===== src/sv/ssbc_pkg.sv =====
`timescale 1ns / 1ps
// shared constants for the samplesort bucket classifier
// no dependencies; imported by the top level and its checker
package ssbc_pkg;

  localparam int KEY_FIELD_W     = 32;
  localparam int BUCKET_W        = 3;
  localparam int SLOT_W          = 17;
  localparam int BUCKET_COUNT_W  = 4;
  localparam int SPLITTER_W      = 32;
  localparam int SPLITTER_REGS   = 7;
  localparam int CFG_INDEX_W     = 4;
  localparam int CFG_DATA_W      = 32;
  localparam int S_TDATA_W       = 32;
  localparam int M_TDATA_W       = 24;
  localparam int RESULT_W        = BUCKET_W + SLOT_W + 1;

  localparam int KEY_WIDTH_DEF   = 32;
  localparam int MAX_BUCKETS_DEF = 8;
  localparam int MAX_ITEMS_DEF   = 65536;

  localparam logic [BUCKET_COUNT_W-1:0] BUCKET_COUNT_RESET = 4'd8;

  // register indexes
  localparam logic [CFG_INDEX_W-1:0] REG_BUCKET_COUNT = 4'd0;
  localparam logic [CFG_INDEX_W-1:0] REG_SPLITTER_0   = 4'd1;
  localparam logic [CFG_INDEX_W-1:0] REG_SPLITTER_6   = 4'd7;

endpackage


===== src/sv/sample_sort_bucket_classifier.sv =====
`timescale 1ns / 1ps
// samplesort bucket classifier: bucket index, per-bucket slot and sorted tracking
// depends on ssbc_pkg
//
//  channel  dir  payload (lowest bits first)                      accepted when
//  s_*      in   tdata: key[31:0]; tuser: first                    s_tvalid & s_tready
//  m_*      out  tdata: bucket[2:0], slot[19:3], sorted[20], 0s    m_tvalid & m_tready
//  cfg_*    in   index 0 bucket_count, 1..7 splitter_0..6          cfg_we
//
// one item per cycle sustained while the output is not stalled; a request lands in the input
// register when accepted and its result in the result register when the input stage advances,
// bucket compare and tally update in between.
// rst clears both stage valids, the tallies, the sorted tracking and the configuration registers.
// a stalled output holds its result; input keeps flowing while the input stage
// can hand its item to the result register.
module sample_sort_bucket_classifier #(
  parameter int KEY_WIDTH   = ssbc_pkg::KEY_WIDTH_DEF,
  parameter int MAX_BUCKETS = ssbc_pkg::MAX_BUCKETS_DEF,
  parameter int MAX_ITEMS   = ssbc_pkg::MAX_ITEMS_DEF
) (
  input  logic                             clk,
  input  logic                             rst,
  input  logic                             s_tvalid,
  output logic                             s_tready,
  input  logic [ssbc_pkg::S_TDATA_W-1:0]   s_tdata,   // key
  input  logic                             s_tuser,   // first
  output logic                             m_tvalid,
  input  logic                             m_tready,
  output logic [ssbc_pkg::M_TDATA_W-1:0]   m_tdata,   // bucket, slot, sorted_so_far, zero pad
  input  logic                             cfg_we,
  input  logic [ssbc_pkg::CFG_INDEX_W-1:0] cfg_index,
  input  logic [ssbc_pkg::CFG_DATA_W-1:0]  cfg_data
);
  import ssbc_pkg::*;

  localparam int KW      = (KEY_WIDTH < KEY_FIELD_W) ? KEY_WIDTH : KEY_FIELD_W;
  localparam int TALLY_W = $clog2(MAX_ITEMS + 1);
  localparam int BIDX_W  = $clog2(MAX_BUCKETS);

  localparam logic [BUCKET_COUNT_W-1:0] MAX_BUCKETS_C = BUCKET_COUNT_W'(MAX_BUCKETS);
  localparam logic [TALLY_W-1:0]        MAX_ITEMS_C   = TALLY_W'(MAX_ITEMS);

  // configuration
  logic [BUCKET_COUNT_W-1:0] bucket_count;
  logic [SPLITTER_W-1:0]     splitter [SPLITTER_REGS];

  // input stage
  logic          in_valid;
  logic [KW-1:0] in_key;
  logic          in_first;

  // state
  logic [TALLY_W-1:0] tally      [MAX_BUCKETS];
  logic [TALLY_W-1:0] tally_next [MAX_BUCKETS];
  logic [KW-1:0]      previous_key;
  logic               still_sorted;
  logic               still_sorted_next;
  logic               have_previous;

  // result stage
  logic                out_valid;
  logic [BUCKET_W-1:0] out_bucket;
  logic [SLOT_W-1:0]   out_slot;
  logic                out_sorted;

  logic                      advance;
  logic [BUCKET_COUNT_W-1:0] n_clip;
  logic [BUCKET_W-1:0]       n_active;
  logic [BUCKET_W-1:0]       bucket_sum;
  logic [BUCKET_W-1:0]       bucket_sel;
  logic [BIDX_W-1:0]         bucket_idx;
  logic [TALLY_W-1:0]        slot_cur;

  assign advance  = in_valid && (!out_valid || m_tready);
  assign s_tready = !in_valid || advance;
  assign m_tvalid = out_valid;
  assign m_tdata  = M_TDATA_W'({out_sorted, out_slot, out_bucket});

  // configuration writes
  always_ff @(posedge clk) begin
    if (rst) begin
      bucket_count <= BUCKET_COUNT_RESET;
      for (int i = 0; i < SPLITTER_REGS; i++) begin
        splitter[i] <= '0;
      end
    end else if (cfg_we) begin
      if (cfg_index == REG_BUCKET_COUNT) begin
        bucket_count <= cfg_data[BUCKET_COUNT_W-1:0];
      end
      for (int i = 0; i < SPLITTER_REGS; i++) begin
        if (cfg_index == REG_SPLITTER_0 + CFG_INDEX_W'(i) && cfg_index <= REG_SPLITTER_6) begin
          splitter[i] <= cfg_data[SPLITTER_W-1:0];
        end
      end
    end
  end

  // active splitter count
  always_comb begin
    n_clip = bucket_count;
    if (n_clip > MAX_BUCKETS_C) begin
      n_clip = MAX_BUCKETS_C;
    end
    if (n_clip == '0) begin
      n_clip = BUCKET_COUNT_W'(1);
    end
    n_clip = n_clip - BUCKET_COUNT_W'(1);
    if (n_clip > BUCKET_COUNT_W'(SPLITTER_REGS)) begin
      n_clip = BUCKET_COUNT_W'(SPLITTER_REGS);
    end
    n_active = n_clip[BUCKET_W-1:0];
  end

  // bucket: splitters at or below the key
  always_comb begin
    bucket_sum = '0;
    for (int i = 0; i < SPLITTER_REGS; i++) begin
      if (BUCKET_W'(i) < n_active && splitter[i][KW-1:0] <= in_key) begin
        bucket_sum = bucket_sum + BUCKET_W'(1);
      end
    end
    bucket_sel = bucket_sum;
    if ({1'b0, bucket_sum} >= (BUCKET_W + 1)'(MAX_BUCKETS)) begin
      bucket_sel = BUCKET_W'(MAX_BUCKETS - 1);
    end
    bucket_idx = bucket_sel[BIDX_W-1:0];
  end

  // tally and sorted update
  always_comb begin
    for (int j = 0; j < MAX_BUCKETS; j++) begin
      tally_next[j] = in_first ? '0 : tally[j];
    end
    slot_cur = tally_next[bucket_idx];
    if (slot_cur < MAX_ITEMS_C) begin
      tally_next[bucket_idx] = slot_cur + TALLY_W'(1);
    end
    still_sorted_next = in_first ? 1'b1 : still_sorted;
    if (!in_first && have_previous && in_key < previous_key) begin
      still_sorted_next = 1'b0;
    end
  end

  always_ff @(posedge clk) begin
    if (rst) begin
      in_valid      <= 1'b0;
      out_valid     <= 1'b0;
      previous_key  <= '0;
      still_sorted  <= 1'b1;
      have_previous <= 1'b0;
      for (int j = 0; j < MAX_BUCKETS; j++) begin
        tally[j] <= '0;
      end
    end else begin
      if (s_tvalid && s_tready) begin
        in_valid <= 1'b1;
      end else if (advance) begin
        in_valid <= 1'b0;
      end
      if (advance) begin
        out_valid     <= 1'b1;
        previous_key  <= in_key;
        still_sorted  <= still_sorted_next;
        have_previous <= 1'b1;
        for (int j = 0; j < MAX_BUCKETS; j++) begin
          tally[j] <= tally_next[j];
        end
      end else if (m_tready) begin
        out_valid <= 1'b0;
      end
    end
  end

  // payload registers
  always_ff @(posedge clk) begin
    if (s_tvalid && s_tready) begin
      in_key   <= s_tdata[KW-1:0];
      in_first <= s_tuser;
    end
    if (advance) begin
      out_bucket <= bucket_sel;
      out_slot   <= SLOT_W'(slot_cur);
      out_sorted <= still_sorted_next;
    end
  end

endmodule


===== config.mk =====
export PLATFORM = sky130hd
export DESIGN_NAME = sample_sort_bucket_classifier
export DESIGN_NICKNAME = d
export VERILOG_FILES = /design/src/sv/ssbc_pkg.sv /design/src/sv/sample_sort_bucket_classifier.sv
export SDC_FILE = /design/constraint.sdc
export NUM_CORES = 1
export LEC_CHECK = 0
export ABC_AREA = 1
export BUFFER_PORTS_ARGS = -buffer_cell sky130_fd_sc_hd__buf_4
export CORE_MARGIN = 5
export CORE_UTILIZATION = 55
export DETAILED_ROUTE_END_ITERATION = 8
export HOLD_SLACK_MARGIN = 0.1
export PLACE_DENSITY = 0.72
export SYNTH_ARGS = -nofsm -noshare
export SYNTH_HDL_FRONTEND = slang
export SYNTH_SLANG_ARGS = --single-unit

===== constraint.sdc =====
create_clock -name clk -period 8 [get_ports clk]
set_clock_uncertainty 0.05 [all_clocks]
set_input_delay 0 -clock clk [delete_from_list [all_inputs] [get_ports clk]]
set_output_delay 0 -clock clk [all_outputs]
set_load 0.01 [all_outputs]

## Word level (Yosys, flattened, before mapping)

Memory sizes are Yosys's and may differ from the RTL's.
Index checks and enable logic that the tools add are counted.

| word-level totals | value |
|---|---|
| register bits after elaboration | 94 |
| latch bits | 0 |
| bits in writable memories | 360 |
| memory bits (read-only) | 0 |
| input port bits | 74 |
| output and inout port bits | 26 |
| memories kept | 2 |

| cells by class | value |
|---|---|
| add/sub/neg operators | 8 |
| multipliers | 0 |
| div/mod/pow operators | 0 |
| magnitude comparators | 21 |
| equality and inequality tests | 7 |
| shift operators | 0 |
| muxes and demuxes | 79 |
| bitwise gates (word level) | 16 |
| reduce and logical (&&, ||, !) cells | 29 |

Memory list:

| name | words | width | rd ports | clocked after Yosys merged registers in | write ports | line | RTL |
|---|---|---|---|---|---|---|---|
| splitter | 7 | 32 | 7 | 0 | 7 | sample_sort_bucket_classifier.sv:45 | `logic [SPLITTER_W-1:0] splitter [SPLITTER_REGS];` |
| tally | 8 | 17 | 8 | 0 | 8 | sample_sort_bucket_classifier.sv:53 | `logic [TALLY_W-1:0] tally [MAX_BUCKETS];` |

Operators by type and width:

| operator | count |
|---|---|
| 17-bit two-way mux | 19 |
| 32-bit <= comparator | 7 |
| 32-bit two-way mux | 7 |
| 136-bit bitwise mux | 1 |
| 136-bit two-way mux | 1 |
| 17-bit binary-select mux with 3-bit select | 1 |
| 17-bit demux with 3-bit select | 1 |
| 1-bit two-way mux | 40 |
| 32-bit less-than comparator | 1 |
| 3-bit two-way mux | 7 |
| 1-bit logical AND | 19 |
| 3-bit by 1-bit adder with 3-bit output, second input constant | 6 |
| 17-bit by 1-bit adder with 17-bit output, second input constant | 1 |
| 17-bit less-than comparator, second input constant | 1 |
| 4-bit by 3-bit == test with 1-bit output, second input constant | 4 |
| 1-bit bitwise OR | 15 |
| 3-bit less-than comparator, first input constant | 3 |
| 4-bit by 2-bit == test with 1-bit output, second input constant | 2 |
| 4-bit zero test | 2 |
| 4-bit two-way mux | 2 |
| 1-bit by 3-bit less-than comparator with 1-bit output, first input constant | 2 |
| 2-bit by 3-bit less-than comparator with 1-bit output, first input constant | 2 |
| 4-bit by 1-bit == test with 1-bit output, second input constant | 1 |
| 4-bit >= comparator, second input constant | 1 |
| other kinds (10) | 14 |

## Longest topological paths before layout

| depth | value |
|---|---|
| depth in word-level cells | 30 |
| depth in mapped cells | 48 |
| depth with buffers taken out | 48 |

## Least setup slack after synthesis

OpenSTA, ideal clock, no wires.

| timing path | value |
|---|---|
| path type | reg2reg |
| start | reg in_key[15] |
| end | mem tally[0][14] in the netlist's numbering, data pin |
| library setup time | 249 ps |
| arrival time | 5703 ps |
| setup slack | 1997 ps |
| cell stages (with the launch flop) | 41 |
| period minus slack after synthesis | 6003 ps |
| cell sequence | edfxtp_1 > inv_1 > ha_1 > nand2_1 > nor2_1 > nand4_1 > a31o_2 > o2111ai_1 > nand2_1 > nand3_1 > nand2_1 > o21a_1 > ha_1 > inv_1 > nand3_2 > nand2_2 > ha_1 > nand2_1 > [5 not listed] > nand2_1 > nand2_1 > ha_1 > or2_2 > nand2_2 > nor2_4 > buf_4 > nand3_1 > nand2_1 > nor2_4 > ha_1 > nand3_1 > nor2_2 > nand3_1 > nand2_1 > nand3_1 > nand2_1 > inv_1 |

RTL lines:

| element | line | RTL |
|---|---|---|
| start: declaration | sample_sort_bucket_classifier.sv:49 | `logic [KW-1:0] in_key;` |
| start signal: assignment | sample_sort_bucket_classifier.sv:177 | `in_key <= s_tdata[KW-1:0];` |
| end: declaration | sample_sort_bucket_classifier.sv:53 |  |

==> out/metrics.yaml <==
outcome:
  status: "completed"
grt:
  grt_antenna_before_repair: 0
  grt_pass1_vias: 21000
  grt_usage_pct: 26.7
  grt_pass1_wl_um: 112000
  grt-ovfl-total: 0
  grt_start_max_net_pins: 114
sta:
  relSlewSlack_pct: 21.4
  rsz0062_at_grt: "no"
  finalCritPeriodShare_pct: 92.5
  setup_tns_ns: 0
  fin_crit_ns: 7.40
  hold_viol_final: 0
  final_max_slew_viol_count: 0
  worst_slew_pin_slew_ns: 1.18
  setup_viol: 0
  clock.fmax_mhz: 135
floorplan:
  dieWidth_um: 229
  ios: 100
  dieArea_um2: 52600
  die_h_um: 229
  start_util_pct: 55.6
  core_area_um2: 47600
  std_cell_rows: 80
synth:
  synth_ff_type: "edfxtp_1"
  avgSynthCellArea_um2: 9.13
  ys_ff_latch: 454
  yosysUniqueCellTypes: 58
  synth-async-reset-ratio_pct: 0
  synth_edf_count: 414
  yosys_warnings: 0
  yosysMostFrequentCell: "nand2_1"
  synthTopCellsByCount: "nand2_1, edfxtp_1, inv_1"
  synth_area_um2: 26500
  synthCells: 2902
  synth_top_area_share_pct: 46.9
  yosysTopAreaCell: "edfxtp_1"
  ys_top_cells_by_area: "edfxtp_1, ha_1, nand2_1"
  yosysSeqAreaShare_pct: 50.0
worst_setup_path:
  cpMostUsedCell: "nand2_1"
  cp-end-kind: "flop"
  worstSetupPathType: "flop to flop"
  cp-endpoint: "tally[1][67]"
  r2r-end: "tally[1][67]"
  crit_arrival_ns: 7.66
  critPathMaxFanout: 18
  cpPeakStageDelay_ns: 0.60
  cp.required_ns: 8.26
  startpoint: "in_key[30]"
  critPathLaunchType: "flop"
  ff2ff_setup_slack_ns: 0.60
  rr_worst_depth: 40
  crit_slowest_cell: "or2_0"
  timing.rr.start: "in_key[30]"
drt:
  wl_um: 71900
  drt-initial-drc-count: 1764
  drc: 0
  final_antenna_net_count: 0
  vias: 21200
  detail_route.vias_per_cell: 5.66
  first_pass_iters: 6
  wl_per_cell_um: 19.2
run:
  maxCapViolations: 0
cells_and_area:
  nFillCells: 3861
  drive_gt1_share_pct: 9.86
  stdcell_area_um2: 30500
  area_growth_pct: 15.3
  fin_cells: 3748
  fin_util_pct: 64.1
  fin_nets: 3428
  antenna_cells: 0
power_and_ir_drop:
  peakVddDrop_mv: 0.275
  power.leakage_nw: 13.9
  powerDensity_nw_per_um2: 285
place:
  place_area_um2: 27700
  gp_congestion: 0.959
  hpwl_um: 47100
  portBuffers: 96
  place_inst: 3539
clock_tree:
  htreeDepth: 2
  clkLatencyLatePin_ns: 0.61
  cts_sinks: 454
  clk_pin_slew_ns: 0.06
  cts_buffers: 51
  cts_buffer_depth: 3
  cts_resized: 0
  cts_tree: "yes"
  clockRootBuffer: "clkbuf_16"
hold_path:
  hold_class: "input port to flop"
[cells in the final DEF (no fill, tap or decap), types with 5 or more instances in the layout]
cell             n
a21oi_1        248
a21oi_2          8
buf_4          123
bufinv_16        7
clkbuf_1        15
clkbuf_16       51
clkbuf_8         6
clkinv_2         9
dfxtp_1         40
dlygate4sd3_1  114
edfxtp_1       414
ha_1           263
inv_1          387
inv_2           17
nand2_1        549
nand2_2         24
nand2_4          5
nand3_1        166
nand3_2          9
nand3b_1         8
nand4_1         27
nor2_1         367
nor2_2           8
nor2_4          11
nor3_1          13
o211ai_1         9
o21a_1           9
o21ai_0         83
o21ai_1         46
o21ai_4          6
o22ai_1         31
[stage by stage]
step | power [mW] | worst slack, ns | hold slack (ns)
after floorplan | 5.29 | 2.00 | 0.0489
after global placement | 6.17 | 0.828 | 0.128
after detailed placement | 6.22 | 0.742 | 0.129
after CTS | 8.69 | 0.690 | 0.119
after global routing | 9.14 | 0.143 | 0.196
final | 8.72 | 0.599 | 0.140
[power breakdown]
part	switching, mW	internal [mW]	leakage [nW]	total, mW
registers	0.0794	2.90	4.44	2.98
clock network	0.976	1.46	0.838	2.43
logic	2.42	0.893	8.58	3.31
[critical path: cells and delay by family, from the launching register on]
family                   cells  cell delay, ns
buffers and inverters        3            0.51
AO/OA/AOI/OAI                2            0.22
flip-flops                   1            0.40
AND/OR/NAND/NOR             28            3.97
adder cells (fa/ha/maj)      7            1.96
[kinds of logic after synthesis]
group | share of synthesized area [%]
and+or+nand+nor | 20.0
buffers and inverters | 7.88
AOI/OAI and AO/OA | 9.47
DFF | 50.0
adders and majority gates | 12.4
xor gates and xnor gates | 0.265
other | 0.0142
[worst min path at each step]
stage | start | end | slack (ns) | depth (start not counted)
global placement | s_tdata[26] | in_key[26] | 0.13 | 1
detailed placement | s_tdata[27] | in_key[27] | 0.13 | 1
CTS | cfg_we | splitter[6][1] | 0.12 | 5
floorplan | s_tuser | in_first | 0.05 | 0
global route | cfg_we | splitter[6][0] | 0.20 | 5
finish | cfg_we | splitter[6][3] | 0.14 | 5
[what timing repair did]
action | CTS | global route
hold buffers | 114 | 0
hold endpoints to repair | 291 | 0
setup buffers | 0 | 0
[per-layer routing]
metal / global-route usage [%] / wire length, um
met1: 33.0 / 28400
met2: 46.4 / 35300
met3: 3.49 / 4740
met4: 12.8 / 3460
met5: 0 / 0
[flip-flops by register name (all words and copies together) (netlist names), 3 cells and up]
| name | cells |
|---|---|
| bucket_count | 4 |
| splitter | 224 |
| previous_key | 32 |
| in_key | 32 |
| tally | 136 |
| out_bucket | 3 |
| out_slot | 17 |
[cell type report]
cell class,count,area (um^2),area share (%)
multi-input combinational,1940,11200,36.7
tap,615,769,2.52
clock inverter,23,303,0.991
inverter,407,1540,5.03
timing repair buffer,237,2060,6.76
sequential,454,13200,43.3
clock buffer,72,1420,4.63
Note: power is estimated with default switching activity, not from simulation.
